## src/rtl/cdsr_pkg.sv

```systemverilog
// shared types, codes and tables for the clock digit segment refresh block
// no dependencies; imported by the controller, datapath and top level
`timescale 1ns / 1ps
`default_nettype none

package cdsr_pkg;

    localparam int CHANNELS   = 32;
    localparam int WORD_BITS  = 16;
    localparam int CH_BITS    = $clog2(CHANNELS);
    localparam int SEGS       = 8;
    localparam int SEG_BITS   = $clog2(SEGS);
    localparam int VALUE_BITS = 7;

    localparam logic [VALUE_BITS-1:0] PAIR_MAX = 7'd99;
    localparam logic [VALUE_BITS-1:0] DIGIT_MAX = 7'd9;

    typedef enum logic [1:0] {
        CMD_DIGIT   = 2'd0,
        CMD_HOURS   = 2'd1,
        CMD_MINUTES = 2'd2
    } command_t;

    typedef enum logic [1:0] {
        LATCH_NONE     = 2'd0,
        LATCH_LAST_BIT = 2'd1,
        LATCH_FROM_13  = 2'd2
    } latch_mode_t;

    typedef enum logic [1:0] {
        ST_IDLE,
        ST_WRITE,
        ST_EMIT
    } state_t;

    // channel of each segment, segment a first, decimal point last
    localparam logic [CH_BITS-1:0] DIGIT_MAP [0:3][0:SEGS-1] = '{
        '{5'd26, 5'd20, 5'd4,  5'd2,  5'd0,  5'd28, 5'd30, 5'd6},
        '{5'd22, 5'd24, 5'd10, 5'd14, 5'd8,  5'd16, 5'd18, 5'd12},
        '{5'd11, 5'd9,  5'd21, 5'd19, 5'd17, 5'd13, 5'd15, 5'd23},
        '{5'd3,  5'd1,  5'd29, 5'd27, 5'd25, 5'd5,  5'd7,  5'd31}
    };

    localparam logic [SEGS-1:0] SEG_CODE [0:9] = '{
        8'hfc, 8'h60, 8'hda, 8'hf2, 8'h66, 8'hb6, 8'hbe, 8'he0, 8'hfe, 8'hf6
    };

    // controller to datapath
    typedef struct packed {
        logic                load;
        logic                wr_en;
        logic [SEG_BITS-1:0] wr_idx;
        logic                sel_second;
        logic                push;
        logic [CH_BITS-1:0]  push_ch;
        logic                push_last;
    } ctrl_cmd_t;

    // datapath to controller
    typedef struct packed {
        logic out_free;
    } dp_status_t;

    // segment pattern of a digit, blank above nine
    function automatic logic [SEGS-1:0] seg_pattern(input logic [VALUE_BITS-1:0] val);
        logic [SEGS-1:0] pat;
        pat = '0;
        if (val <= DIGIT_MAX)
        begin
            pat = SEG_CODE[val[3:0]];
        end
        return pat;
    endfunction

    function automatic latch_mode_t latch_of(input logic [CH_BITS-1:0] ch);
        latch_mode_t mode;
        if (ch == CH_BITS'(CHANNELS - 1))
        begin
            mode = LATCH_FROM_13;
        end
        else if (ch[0])
        begin
            mode = LATCH_LAST_BIT;
        end
        else
        begin
            mode = LATCH_NONE;
        end
        return mode;
    endfunction

endpackage

`default_nettype wire

```

## src/rtl/cdsr_ctrl.sv

```systemverilog
// sequencer for the refresh block: segment write steps and word emission
// depends on cdsr_pkg; drives cdsr_datapath through ctrl_cmd_t
`timescale 1ns / 1ps
`default_nettype none

module cdsr_ctrl
    import cdsr_pkg::*;
(
    input  wire logic       clk,
    input  wire logic       rst_n,
    input  wire logic       in_valid,
    input  wire logic [1:0] in_command,
    output logic            in_ready,
    input  wire dp_status_t status,
    output ctrl_cmd_t       cmd
);

    state_t              state_reg, state_next;
    logic [SEG_BITS-1:0] seg_reg, seg_next;
    logic [CH_BITS-1:0]  ch_reg, ch_next;
    logic                pair_reg, pair_next;
    logic                second_reg, second_next;

    always_ff @(posedge clk or negedge rst_n)
    begin
        if (!rst_n)
        begin
            state_reg  <= ST_IDLE;
            seg_reg    <= '0;
            ch_reg     <= '0;
            pair_reg   <= 1'b0;
            second_reg <= 1'b0;
        end
        else
        begin
            state_reg  <= state_next;
            seg_reg    <= seg_next;
            ch_reg     <= ch_next;
            pair_reg   <= pair_next;
            second_reg <= second_next;
        end
    end

    always_comb
    begin
        state_next  = state_reg;
        seg_next    = seg_reg;
        ch_next     = ch_reg;
        pair_next   = pair_reg;
        second_next = second_reg;
        in_ready    = 1'b0;

        cmd            = '0;
        cmd.wr_idx     = seg_reg;
        cmd.sel_second = second_reg;
        cmd.push_ch    = ch_reg;
        cmd.push_last  = (ch_reg == CH_BITS'(CHANNELS - 1)) && (!pair_reg || second_reg);

        case (state_reg)
            ST_IDLE:
            begin
                in_ready = 1'b1;
                // unused command code is taken and dropped
                if (in_valid && (in_command == CMD_DIGIT || in_command == CMD_HOURS
                                 || in_command == CMD_MINUTES))
                begin
                    cmd.load    = 1'b1;
                    pair_next   = (in_command != CMD_DIGIT);
                    second_next = 1'b0;
                    seg_next    = '0;
                    state_next  = ST_WRITE;
                end
            end
            ST_WRITE:
            begin
                cmd.wr_en = 1'b1;
                seg_next  = seg_reg + 1'b1;
                if (seg_reg == SEG_BITS'(SEGS - 1))
                begin
                    ch_next    = '0;
                    state_next = ST_EMIT;
                end
            end
            ST_EMIT:
            begin
                if (status.out_free)
                begin
                    cmd.push = 1'b1;
                    ch_next  = ch_reg + 1'b1;
                    if (ch_reg == CH_BITS'(CHANNELS - 1))
                    begin
                        if (pair_reg && !second_reg)
                        begin
                            second_next = 1'b1;
                            seg_next    = '0;
                            state_next  = ST_WRITE;
                        end
                        else
                        begin
                            state_next = ST_IDLE;
                        end
                    end
                end
            end
            default:
            begin
                state_next = ST_IDLE;
            end
        endcase
    end

endmodule

`default_nettype wire

```

## src/rtl/cdsr_datapath.sv

```systemverilog
// channel level buffer, digit decode, brightness register and output word register
// depends on cdsr_pkg; commanded by cdsr_ctrl
`timescale 1ns / 1ps
`default_nettype none

module cdsr_datapath
    import cdsr_pkg::*;
(
    input  wire logic                  clk,
    input  wire logic                  rst_n,
    input  wire ctrl_cmd_t             cmd,
    output dp_status_t                 status,
    input  wire logic [1:0]            in_command,
    input  wire logic [1:0]            in_position,
    input  wire logic [VALUE_BITS-1:0] in_value,
    input  wire logic                  cfg_wr,
    input  wire logic [WORD_BITS-1:0]  cfg_wdata,
    output logic [WORD_BITS-1:0]       brightness,
    output logic                       out_valid,
    input  wire logic                  out_ready,
    output logic [WORD_BITS-1:0]       out_word,
    output logic [CH_BITS-1:0]         out_channel,
    output latch_mode_t                out_mode,
    output logic                       out_last
);

    logic [WORD_BITS-1:0] bright_reg;
    logic [WORD_BITS-1:0] levels_reg [CHANNELS];
    logic [1:0]           pos_reg, pos_next;
    logic [SEGS-1:0]      pat_a_reg, pat_a_next;
    logic [SEGS-1:0]      pat_b_reg, pat_b_next;
    logic                 valid_reg, valid_next;
    logic [WORD_BITS-1:0] word_reg;
    logic [CH_BITS-1:0]   chan_reg;
    latch_mode_t          mode_reg;
    logic                 last_reg;

    logic [VALUE_BITS-1:0] sat_val;
    logic [14:0]           tens_prod;
    logic [3:0]            tens;
    logic [VALUE_BITS-1:0] units;
    logic [1:0]            wr_pos;
    logic [SEGS-1:0]       wr_pat;
    logic [CH_BITS-1:0]    wr_ch;
    logic                  wr_lit;

    // tens by reciprocal multiply, exact for values up to 99
    always_comb
    begin
        sat_val   = (in_value > PAIR_MAX) ? PAIR_MAX : in_value;
        tens_prod = 15'(sat_val) * 15'd205;
        tens      = tens_prod[14:11];
        units     = sat_val - VALUE_BITS'(tens) * VALUE_BITS'(10);

        pos_next   = pos_reg;
        pat_a_next = pat_a_reg;
        pat_b_next = pat_b_reg;
        if (cmd.load)
        begin
            if (in_command == CMD_DIGIT)
            begin
                pos_next   = in_position;
                pat_a_next = seg_pattern(in_value);
            end
            else
            begin
                pos_next   = (in_command == CMD_HOURS) ? 2'd0 : 2'd2;
                pat_a_next = seg_pattern(VALUE_BITS'(tens));
            end
            pat_b_next = seg_pattern(units);
        end

        wr_pos = cmd.sel_second ? pos_reg + 2'd1 : pos_reg;
        wr_pat = cmd.sel_second ? pat_b_reg : pat_a_reg;
        wr_ch  = DIGIT_MAP[wr_pos][cmd.wr_idx];
        wr_lit = wr_pat[SEG_BITS'(SEGS - 1) - cmd.wr_idx];

        status.out_free = !valid_reg || out_ready;
        valid_next      = valid_reg;
        if (cmd.push)
        begin
            valid_next = 1'b1;
        end
        else if (out_ready)
        begin
            valid_next = 1'b0;
        end
    end

    always_ff @(posedge clk or negedge rst_n)
    begin
        if (!rst_n)
        begin
            bright_reg <= WORD_BITS'(2000);
            valid_reg  <= 1'b0;
            for (int i = 0; i < CHANNELS; i++)
            begin
                levels_reg[i] <= '0;
            end
        end
        else
        begin
            valid_reg <= valid_next;
            if (cfg_wr)
            begin
                bright_reg <= cfg_wdata;
            end
            if (cmd.wr_en)
            begin
                levels_reg[wr_ch] <= wr_lit ? bright_reg : '0;
            end
        end
    end

    always_ff @(posedge clk)
    begin
        pos_reg   <= pos_next;
        pat_a_reg <= pat_a_next;
        pat_b_reg <= pat_b_next;
        if (cmd.push)
        begin
            word_reg <= levels_reg[cmd.push_ch];
            chan_reg <= cmd.push_ch;
            mode_reg <= latch_of(cmd.push_ch);
            last_reg <= cmd.push_last;
        end
    end

    assign brightness  = bright_reg;
    assign out_valid   = valid_reg;
    assign out_word    = word_reg;
    assign out_channel = chan_reg;
    assign out_mode    = mode_reg;
    assign out_last    = last_reg;

endmodule

`default_nettype wire

```

## src/rtl/clock_digit_segment_refresh.sv

```systemverilog
// top level of the four-digit clock display refresh block
// depends on cdsr_pkg, cdsr_ctrl and cdsr_datapath
//
//  channel   direction  handshake              payload
//  s_        in         s_tvalid / s_tready    s_tdata: command, digit_position, value
//  m_        out        m_tvalid / m_tready    m_tdata: word, channel; m_tuser; m_tlast
//  apb       in         psel / penable         brightness register at address 0
//
// a digit write is accepted, its 8 segments are written (one buffer write port)
// and all 32 channel words are emitted; a pair write does so for each of its two digits
// reset loads brightness 2000 and clears all 32 channel levels at once
// output stalls hold the word register and pause the channel counter; s_tready
// is high only between writes, while the last word may still wait in the register
`timescale 1ns / 1ps
`default_nettype none

module clock_digit_segment_refresh
    import cdsr_pkg::*;
(
    input  wire logic        clk,
    input  wire logic        rst_n,
    input  wire logic        s_tvalid,
    output logic             s_tready,
    input  wire logic [15:0] s_tdata,   // command[1:0], digit_position[3:2], value[10:4]
    output logic             m_tvalid,
    input  wire logic        m_tready,
    output logic [23:0]      m_tdata,   // word[15:0], channel[20:16]
    output logic [1:0]       m_tuser,   // latch_mode[1:0]
    output logic             m_tlast,
    input  wire logic        psel,
    input  wire logic        penable,
    input  wire logic        pwrite,
    input  wire logic [2:0]  paddr,
    input  wire logic [31:0] pwdata,
    output logic [31:0]      prdata,
    output logic             pready
);

    ctrl_cmd_t            cmd;
    dp_status_t           status;
    logic                 cfg_wr;
    logic [WORD_BITS-1:0] brightness;
    logic [WORD_BITS-1:0] out_word;
    logic [CH_BITS-1:0]   out_channel;
    latch_mode_t          out_mode;

    assign pready = 1'b1;
    assign cfg_wr = psel && penable && pwrite && pready && (paddr[2] == 1'b0);
    assign prdata = (paddr[2] == 1'b0) ? {16'b0, brightness} : 32'b0;

    cdsr_ctrl u_ctrl (
        .clk        (clk),
        .rst_n      (rst_n),
        .in_valid   (s_tvalid),
        .in_command (s_tdata[1:0]),
        .in_ready   (s_tready),
        .status     (status),
        .cmd        (cmd)
    );

    cdsr_datapath u_datapath (
        .clk         (clk),
        .rst_n       (rst_n),
        .cmd         (cmd),
        .status      (status),
        .in_command  (s_tdata[1:0]),
        .in_position (s_tdata[3:2]),
        .in_value    (s_tdata[10:4]),
        .cfg_wr      (cfg_wr),
        .cfg_wdata   (pwdata[15:0]),
        .brightness  (brightness),
        .out_valid   (m_tvalid),
        .out_ready   (m_tready),
        .out_word    (out_word),
        .out_channel (out_channel),
        .out_mode    (out_mode),
        .out_last    (m_tlast)
    );

    assign m_tdata = {3'b000, out_channel, out_word};
    assign m_tuser = out_mode;

endmodule

`default_nettype wire

```

## config.mk

```make
export PLATFORM = sky130hd
export DESIGN_NAME = clock_digit_segment_refresh
export DESIGN_NICKNAME = d
export VERILOG_FILES = /design/src/rtl/cdsr_pkg.sv /design/src/rtl/cdsr_ctrl.sv /design/src/rtl/cdsr_datapath.sv /design/src/rtl/clock_digit_segment_refresh.sv
export SDC_FILE = /design/constraint.sdc
export NUM_CORES = 1
export LEC_CHECK = 0
export BUFFER_PORTS_ARGS = -buffer_cell sky130_fd_sc_hd__buf_2
export CORE_MARGIN = 3
export CORE_UTILIZATION = 40
export DETAILED_ROUTE_END_ITERATION = 10
export PLACE_DENSITY = 0.53
export RECOVER_POWER = 100
export SYNTH_ARGS = -nofsm -noshare
export SYNTH_HDL_FRONTEND = slang
export SYNTH_SLANG_ARGS = --single-unit
```

## constraint.sdc

```tcl
create_clock -name clk -period 4.1 [get_ports clk]
set_input_delay 0.82 -clock clk [delete_from_list [all_inputs] [get_ports clk]]
set_output_delay 0.82 -clock clk [all_outputs]
set_load 0.1 [all_outputs]
```

# Word level (Yosys, flattened, before mapping)
# Memory sizes are Yosys's and may differ from the RTL's. A register that Yosys moved wholly into a read port is not among the register bits.
# Index checks and enable logic that the tools add are counted.
# totals
register_bits,575
latch_bits,0
mem_bits_rw,0
mem_bits_ro,384
inputBits,58
out_inout_bits,62
word_cells,169
n_memories,3
# op_classes
add_sub_neg,5
multipliers,2
div_mod_pow,0
order_cmp,12
eq_ne,11
shift,0
n_mux,56
bitwise,8
n_reduce_logical,27
# memory_table
memory,words,width,rd,rd_clocked_by_memory_dff,write_ports,line,rtl
(name not given),16,8,1,0,0,cdsr_pkg.sv:70,pat = SEG_CODE[val[3:0]];
(name not given),16,8,1,0,0,cdsr_pkg.sv:70,
(name not given),16,8,1,1,0,cdsr_pkg.sv:70,
# ops
op,count
512-bit bitwise mux,1
16-bit binary-select mux with 5-bit select,1
40-bit binary-select mux with 2-bit select,1
16-bit demux with 5-bit select,1
16-bit two-way mux,5
40-bit two-way mux,2
8-bit two-way mux,8
5-bit two-way mux,4
5-bit binary-select mux with 3-bit select,1
"7-bit by 8-bit multiplier with 15-bit output, second input constant",1
1-bit two-way mux,15
4-bit NOT with 5-bit output,3
"7-bit by 4-bit less-or-equal comparator with 1-bit output, second input constant",2
2-bit two-way mux,7
"6-bit greater-or-equal comparator, second input constant",2
3-bit two-way mux,4
5-bit NOT with 6-bit output,2
"5-bit greater-or-equal comparator, second input constant",2
5-bit one-hot mux with 2 select lines,1
5-bit AND reduction,2
3-bit one-hot mux with 3 select lines,1
"2-bit by 1-bit inequality test with 1-bit output, second input constant",4
2-bit nonzero test,4
"7-bit greater-than comparator, second input constant",1
31 further kinds,46

# Depth between registers and ports, before layout
# Gate-level depths: netlist of run 1.
# logic_depth
depth_word,15
depth_mapped,27
ltp_nobuf,26

# By module
# From an unflattened synthesis of run 1, not the netlist that was laid out.
# hier_totals
cells_unflattened,1884
hier_area_um2,29024.1
# by_module_without_submodules
module,n_inst,cells_per_inst,area_per_inst_um2,seq_area_each_um2
cdsr_datapath,1,1771,28010.6,14446.4
cdsr_ctrl,1,73,719.4,300.3
clock_digit_segment_refresh,1,40,294.0,0.0

# Least setup slack after synthesis of run 1
# Ideal clock, no wire load.
# synth_path
path_kind,input to register
from,in s_tdata[7]
to,"reg u_datapath.pat_b_reg[3], data pin"
setup_time_ps,275
arrival_ps,6558
required_ps,3825
slack_ps,-2733
path_stages,27
path_buffers,2
path_cell_list,clkbuf_1 nor3_1 o21ai_0 ha_1 ha_1 inv_1 fa_1 inv_1 fa_1 ha_1 and4_1 a311oi_1 o21ai_1 a2111oi_2 nor3_1 buf_2 ha_1 ha_1 fa_1 inv_1 ha_1 inv_1 a221oi_1 nor3_1 xnor2_1 xnor2_1 nor3_1
# synth_between
elab_chain_len,7
word_cells_on_any_way,8
classes_between,1 x add/sub; 2 x mul; 2 x order compare; 1 x mux; 1 x bitwise; 1 x reduce/logical
# synth_lines
item,line,rtl
"start, declared",clock_digit_segment_refresh.sv:24,"input wire logic [15:0] s_tdata,"
7-bit greater-than comparator,cdsr_datapath.sv:50,sat_val = (in_value > PAIR_MAX) ? PAIR_MAX : in_value;
7-bit two-way mux (*),cdsr_datapath.sv:50,
7-bit by 8-bit multiplier with 15-bit output,cdsr_datapath.sv:51,tens_prod = 15'(sat_val) * 15'd205;
4-bit by 3-bit multiplier with 6-bit output,cdsr_datapath.sv:53,units = sat_val - VALUE_BITS'(tens) * VALUE_BITS'(10);
7-bit subtractor (*),cdsr_datapath.sv:53,
7-bit by 4-bit less-or-equal comparator with 1-bit output,cdsr_pkg.sv:68,if (val <= DIGIT_MAX)
1-bit zero test (no source line),n/a,
"end, declared",cdsr_datapath.sv:31,"logic [SEGS-1:0] pat_b_reg, pat_b_next;"
# Mark *: on every way between the ends. The rest lies on a longest branch, timed or not.
# A chain may end at the register's enable or synchronous reset.

# Final worst setup path of run 1
# layout_path
from,in s_tdata[10]
to,"reg u_datapath.pat_b_reg[5], data pin"
# The elaborated chain is that of the path after synthesis.

==> impl_metrics.ini, run 1 <==
[clock_tree]
cts.clk_slew.worst_paths_ns = 0.06
insertion_delay_ns = 0.60
numCtsBuffers = 66
root_buffer = clkbuf_16
cts_buffer_depth = 3
cts_tree = yes
clock-sinks = 581
htree_levels = 3

[drt]
wl_met2_um = 35400
wl_met3_um = 3250
first_iter_violations = 1122
drt-total-wl_um = 74500
wl_per_cell_um = 23.2
viasPerCell = 5.47
drtPass1Iterations = 5
drc = 0
vias = 17600
highest_layer = met4
detail-route-antenna-nets = 0
met1_length_um = 34400

[synthesis]
synth_area_leader_cell = dfrtp_1
postSynthCellCount = 2082
synth_seq_cells = 581
synth_area_leaders = dfrtp_1 45%, mux2_2 11%, mux2_4 7.6%
async_reset_ff_share_pct = 93.1
netlist_area_sq_um = 29600
syn_area_per_cell_sq_um = 14.2
synth_enable_flop_cells = 40
ys_seq_area_share_pct = 49.8
synth_cell_type_count = 71
synth_ff_type = dfrtp_1
synth_top_area_share_pct = 45.2
synth_common_cells = 535 x dfrtp_1, 280 x mux2_2, 149 x mux2_4, 132 x mux2i_1, 104 x mux2_1
yosysMostFrequentCell = dfrtp_1
yosys_warnings = 0

[critical_path]
end_kind = register
start_kind = primary input
cp_data_arrival_time_ns = 6.12
crit_fanout = 7
worstPathRequired_ns = 4.50
regToRegSetupSlack_ns = 0
critPathKind = in2reg
r2r_cells = 10
r2r_end = u_datapath.levels_reg[444]
r2r_start = u_datapath.pos_reg[0]

[sta]
rsz0062_at_grt = true
drv_slew = 242
finalWorstPathRequiredPeriod_ns = 5.71
max_freq_mhz = 175
max_slew_margin_pct = -95.4
hold_viol = 0
fin_ws_ns = -1.61
worst_pin_slew_ns = 2.93
setup_viol = 14
timing.final.crit_share_pct = 139
finClkSkew_ns = 0.0226

[pwr]
p_per_area_nw_per_um2 = 759
peakVddDrop_mv = 0.409
leakage_nw = 15.3

[run_status]
violations = capacitance limit, slew limit, setup timing
status = finished with violations

[die]
chipWidth_um = 278
core_area_sq_um = 73100
die_area_sq_um = 77300
rows = 99
die_h_um = 278
start_util_pct = 40.5
io-pin-count = 120

[global_routing]
overflow = 0
grt_pass1_vias = 18900
antenna_found_initial = 1
grt_first_pass_wirelength_um = 116000
grt_start_max_net_pins = 104
grt_use_total_pct = 19.5

[placement]
portBuffers = 76
dp_slack_ns = -2.45
dpl_cell_area_sq_um = 31600
place_hpwl_um = 45800
gp_congestion = 0.759

[layout]
antenna_cells = 0
syn_to_final_growth_pct = 14.3
layout-drive-gt1-share_pct = 38.2
final_area_sq_um = 33800
largest_reg_flops = 512
fin_nets = 2326

[hold_path]
hold_path.class = in2reg
hp-start = pwdata[5]
hold_path_end = u_datapath.brightness[5]
min_path_cells = 2

[run]
drv_cap = 4
placed cells by master (no fill, tap or decap), types with 20 or more instances in the layout:
cell	synthesis	layout
mux2_2	280	280
buf_2	11	27
dfrtp_1	535	533
nor2_1	30	24
o221ai_1	80	80
ha_1	60	43
a21oi_1	37	36
clkbuf_16	0	72
nand2_1	92	91
edfxtp_1	40	40
mux2_4	149	122
mux4_2	67	67
conb_1	2	20
o21ai_0	33	32
inv_1	33	25
mux2i_1	132	132
clkbuf_1	93	70
mux2_1	104	131
buf_4	31	97
nor2b_1	22	22
and2_1	23	20
cells by family (layout without fill, tap and decap cells):
kind of cell	after synthesis	after routing	share of synthesized area (%)
adders and majority gates	70	70	3.21
AOI/OAI and AO/OA	201	201	4.92
other	2	20	0.0254
muxes	732	732	31.7
and+or+nand+nor	260	260	5.53
buffers and inverters	215	364	3.92
xor gates and xnor gates	21	21	0.825
DFF	581	581	49.8
layer usage:
layer	global-route usage (%)	vias up
met5	0	-
met2	31.7	330
met4	4.71	0
li1	-	7830
met3	3.83	107
met1	27.1	9285
worst max-delay path, cell delays in order:
cell and delay, ns:
buf_8 0.11, nand2_8 0.09, nand2_8 0.06, inv_4 0.06, ha_4 0.20, ha_4 0.26, fa_1 0.43, fa_1 0.54
ha_4 0.21, and3_4 0.15, a311oi_4 0.28, o21ai_4 0.13, buf_4 0.15, and4_4 0.15, nor3_4 0.23, ha_4 0.24
ha_4 0.16, fa_1 0.51, inv_2 0.05, ha_4 0.28, inv_4 0.05, a221oi_4 0.18, nor3_2 0.09, xnor2_2 0.26
xnor2_4 0.16, a311oi_2 0.26
final cells by class:
| cell class | instances | area [sq um] |
|---|---|---|
| timing repair buffer | 212 | 1430 |
| multi-input combinational | 1304 | 14100 |
| inverter | 33 | 131 |
| tap | 959 | 1200 |
| sequential | 581 | 14800 |
| clock inverter | 14 | 101 |
| clock buffer | 105 | 2100 |
| fill | 6565 | 39300 |
how the worst max path moves through the flow:
stage / from / end / slack [ns]
floorplan: s_tdata[7] / u_datapath.pat_b_reg[6] / -2.05
global placement: s_tdata[10] / u_datapath.pat_b_reg[6] / -2.34
detailed placement: s_tdata[8] / u_datapath.pat_b_reg[5] / -2.45
CTS: s_tdata[10] / u_datapath.pat_b_reg[2] / -1.68
global route: s_tdata[6] / u_datapath.pat_b_reg[5] / -1.81
finish: s_tdata[10] / u_datapath.pat_b_reg[5] / -1.61
where the power goes:
part	switching, W	leakage (nW)	internal (W)
sequential	0.00106	7.65	0.00777
clock	0.00233	1.09	0.00357
combinational	0.00615	6.59	0.00478
total	0.00954	15.3	0.0161
per-stage QoR:
step                utilization (%)  std cells  TNS (ns)  hold slack (ns)  power [W]
floorplan                         -       2100    -18.50            0.423     0.0166
global placement               43.3       3079    -25.40            0.462     0.0193
detailed placement             43.3       3079    -26.13            0.469     0.0197
CTS                            46.6       3211    -18.49            0.333     0.0260
global route                   46.3       3208    -59.10            0.437     0.0272
finish                         46.3       3208    -14.53            0.459     0.0257
what timing repair did:
item,4_1_cts,5_1_grt
resized for setup,35,41
setup endpoints to repair,14,14
buffers inserted,16,5
endpoints found under the hold margin,0,0
pin swaps,40,32
hold buffers,0,0
(Power assumes the default switching activity.)
==> run 2: changes to the inputs <==
Settings changed: SKIP_CTS_REPAIR_TIMING set to 1.
==> run 2 against run 1 <==
  * The run still ends with capacitance limit, slew limit, setup timing left
  * Sequential share of layout area up 0.23 points
  * Die area unchanged
  * Critical endpoint unchanged
  * Combinational power is essentially flat
  * Wire length is 0.25% lower
  * Register-to-register slack hardly changed
  * Worst setup slack worse by 0.17 ns
  * Sequential power barely moved
  * Flip-flop and latch count unchanged
  * Clock power hardly changed
  * Total power down 0.50%
==> impl_metrics.ini, run 2 (synthesis gave the netlist of run 1 again) <==
[run_status]
status = finished with violations
violations = capacitance limit, slew limit, setup timing

[die]
io-pin-count = 120
core_area_sq_um = 73100
start_util_pct = 40.5
chipWidth_um = 278
rows = 99
die_area_sq_um = 77300
die_h_um = 278

[clock_tree]
cts_buffer_depth = 3
cts_tree = yes
htree_levels = 3
cts.clk_slew.worst_paths_ns = 0.06
insertion_delay_ns = 0.60
numCtsBuffers = 66
clock-sinks = 581
root_buffer = clkbuf_16

[critical_path]
crit_fanout = 7
cp_slowest_cell = fa_1
cp_slowest_stage_delay_ns = 0.54
worst-path-buf-inv = 5
critPathMostFrequentCell = ha_4
end_kind = register
cp_data_arrival_time_ns = 6.28
start_kind = primary input
cp_top_family = adder cells
critPathKind = in2reg
worstPathRequired_ns = 4.50

[sta]
rsz0062_at_grt = true
fin_ws_ns = -1.78
setup_viol = 14
max_freq_mhz = 170
finalWorstPathRequiredPeriod_ns = 5.88
finClkSkew_ns = 0.0237
hold_viol = 0
drv_slew = 242
max_slew_margin_pct = -99.0
timing.final.crit_share_pct = 143
fin_tns_setup_ns = -16.91
worst_pin_slew_ns = 2.99

[global_routing]
busiest_layer = met2
grt_start_max_net_pins = 104
grt.met2_usage_pct = 31.4
overflow = 0
grt_first_pass_wirelength_um = 116000
grt_pass1_vias = 18800
antenna_found_initial = 1
grt_use_total_pct = 19.4
use_met3_pct = 3.83
grt_util_met1_pct = 27.0

[drt]
drc = 0
drt-total-wl_um = 74400
vias = 17600
first_iter_violations = 997
detail-route-antenna-nets = 0
viasPerCell = 5.48
drtPass1Iterations = 5
wl_per_cell_um = 23.2

[placement]
gp_congestion = 0.759
place_hpwl_um = 45800
portBuffers = 76
dp.cells = 3079
dpl_cell_area_sq_um = 31600

[layout]
final_common_cell = dfrtp_1
antenna_cells = 0
stdcell_count = 3209
fin_util_pct = 46.0
largest_reg_flops = 512
fin_nets = 2327
syn_to_final_growth_pct = 13.7
layout_common_cells = 533 x dfrtp_1, 280 x mux2_2, 132 x mux2i_1
layout-drive-gt1-share_pct = 37.3
final_area_sq_um = 33600

[hold_path]
hold_path.class = in2reg

[pwr]
leakage_nw = 15.3
p_per_area_nw_per_um2 = 759
peakVddDrop_mv = 0.388
power_w = 0.0255

[run]
drv_cap = 4
==> run 2: cell count changes in the layout (fill, tap and decap cells not counted), moves of 3 or more <==
cell | before | now
nor2_1 | 24 | 30
buf_6 | 7 | 10
nor2_2 | 6 | 1
ha_1 | 43 | 48
ha_4 | 15 | 11
==> run 2: where the power goes <==
group / total [W] / switching (W) / internal, W
Combinational: 0.0108 / 0.00608 / 0.00472
Sequential: 0.00883 / 0.00106 / 0.00777
Clock: 0.00590 / 0.00233 / 0.00357
Total: 0.0255 / 0.00948 / 0.0161
==> run 2: worst paths after layout <==
check | depth (start not counted) | end | slack [ns] | from
worst min register to register | 1 | u_datapath.levels_reg[458] | 0.48 | u_datapath.levels_reg[458]
worst max register to register | 10 | u_datapath.levels_reg[444] | 0.01 | u_datapath.pos_reg[0]
max in group asynchronous | 2 | u_datapath.levels_reg[190] | 0.56 | rst_n
min in group asynchronous | 1 | u_datapath.levels_reg[444] | 1.06 | rst_n
worst min-delay path | 2 | u_datapath.brightness[10] | 0.46 | pwdata[10]
worst max-delay path | 26 | u_datapath.pat_b_reg[5] | -1.78 | s_tdata[10]
==> run 2: worst register-to-register path, stage by stage, from the launching register on <==
cell and delay (ns):
edfxtp_1 0.47, nand2_1 0.15, xor2_2 0.55, ha_1 0.39, mux2_1 0.17, o22ai_1 0.08, a21oi_1 0.70, nand2_2 0.29
nor2_1 0.38, nand2_4 0.35, mux2_1 0.47
==> run 2: stage by stage <==
step           setup slack (ns)  hold WS (ns)
3_3_place_gp              -2.34         0.462
6_report                  -1.78         0.459
4_1_cts                   -1.85         0.333
2_1_floorplan             -2.05         0.423
5_1_grt                   -1.91         0.437
3_5_place_dp              -2.45         0.469
==> run 2: final cells by class <==
| type | count | area [sq um] |
|---|---|---|
| clock buffer | 105 | 2100 |
| tap | 959 | 1200 |
| inverter | 33 | 134 |
| fill | 6581 | 39400 |
| clock inverter | 14 | 101 |
| sequential | 581 | 14800 |
| multi-input combinational | 1304 | 13900 |
| timing repair buffer | 213 | 1430 |
==> run 2: metal layers <==
metal / wire length (um) / vias to the layer above
met5: 0 / -
met4: 1570 / 0
met3: 3080 / 108
met2: 35200 / 319
met1: 34500 / 9325
li1: - / 7836
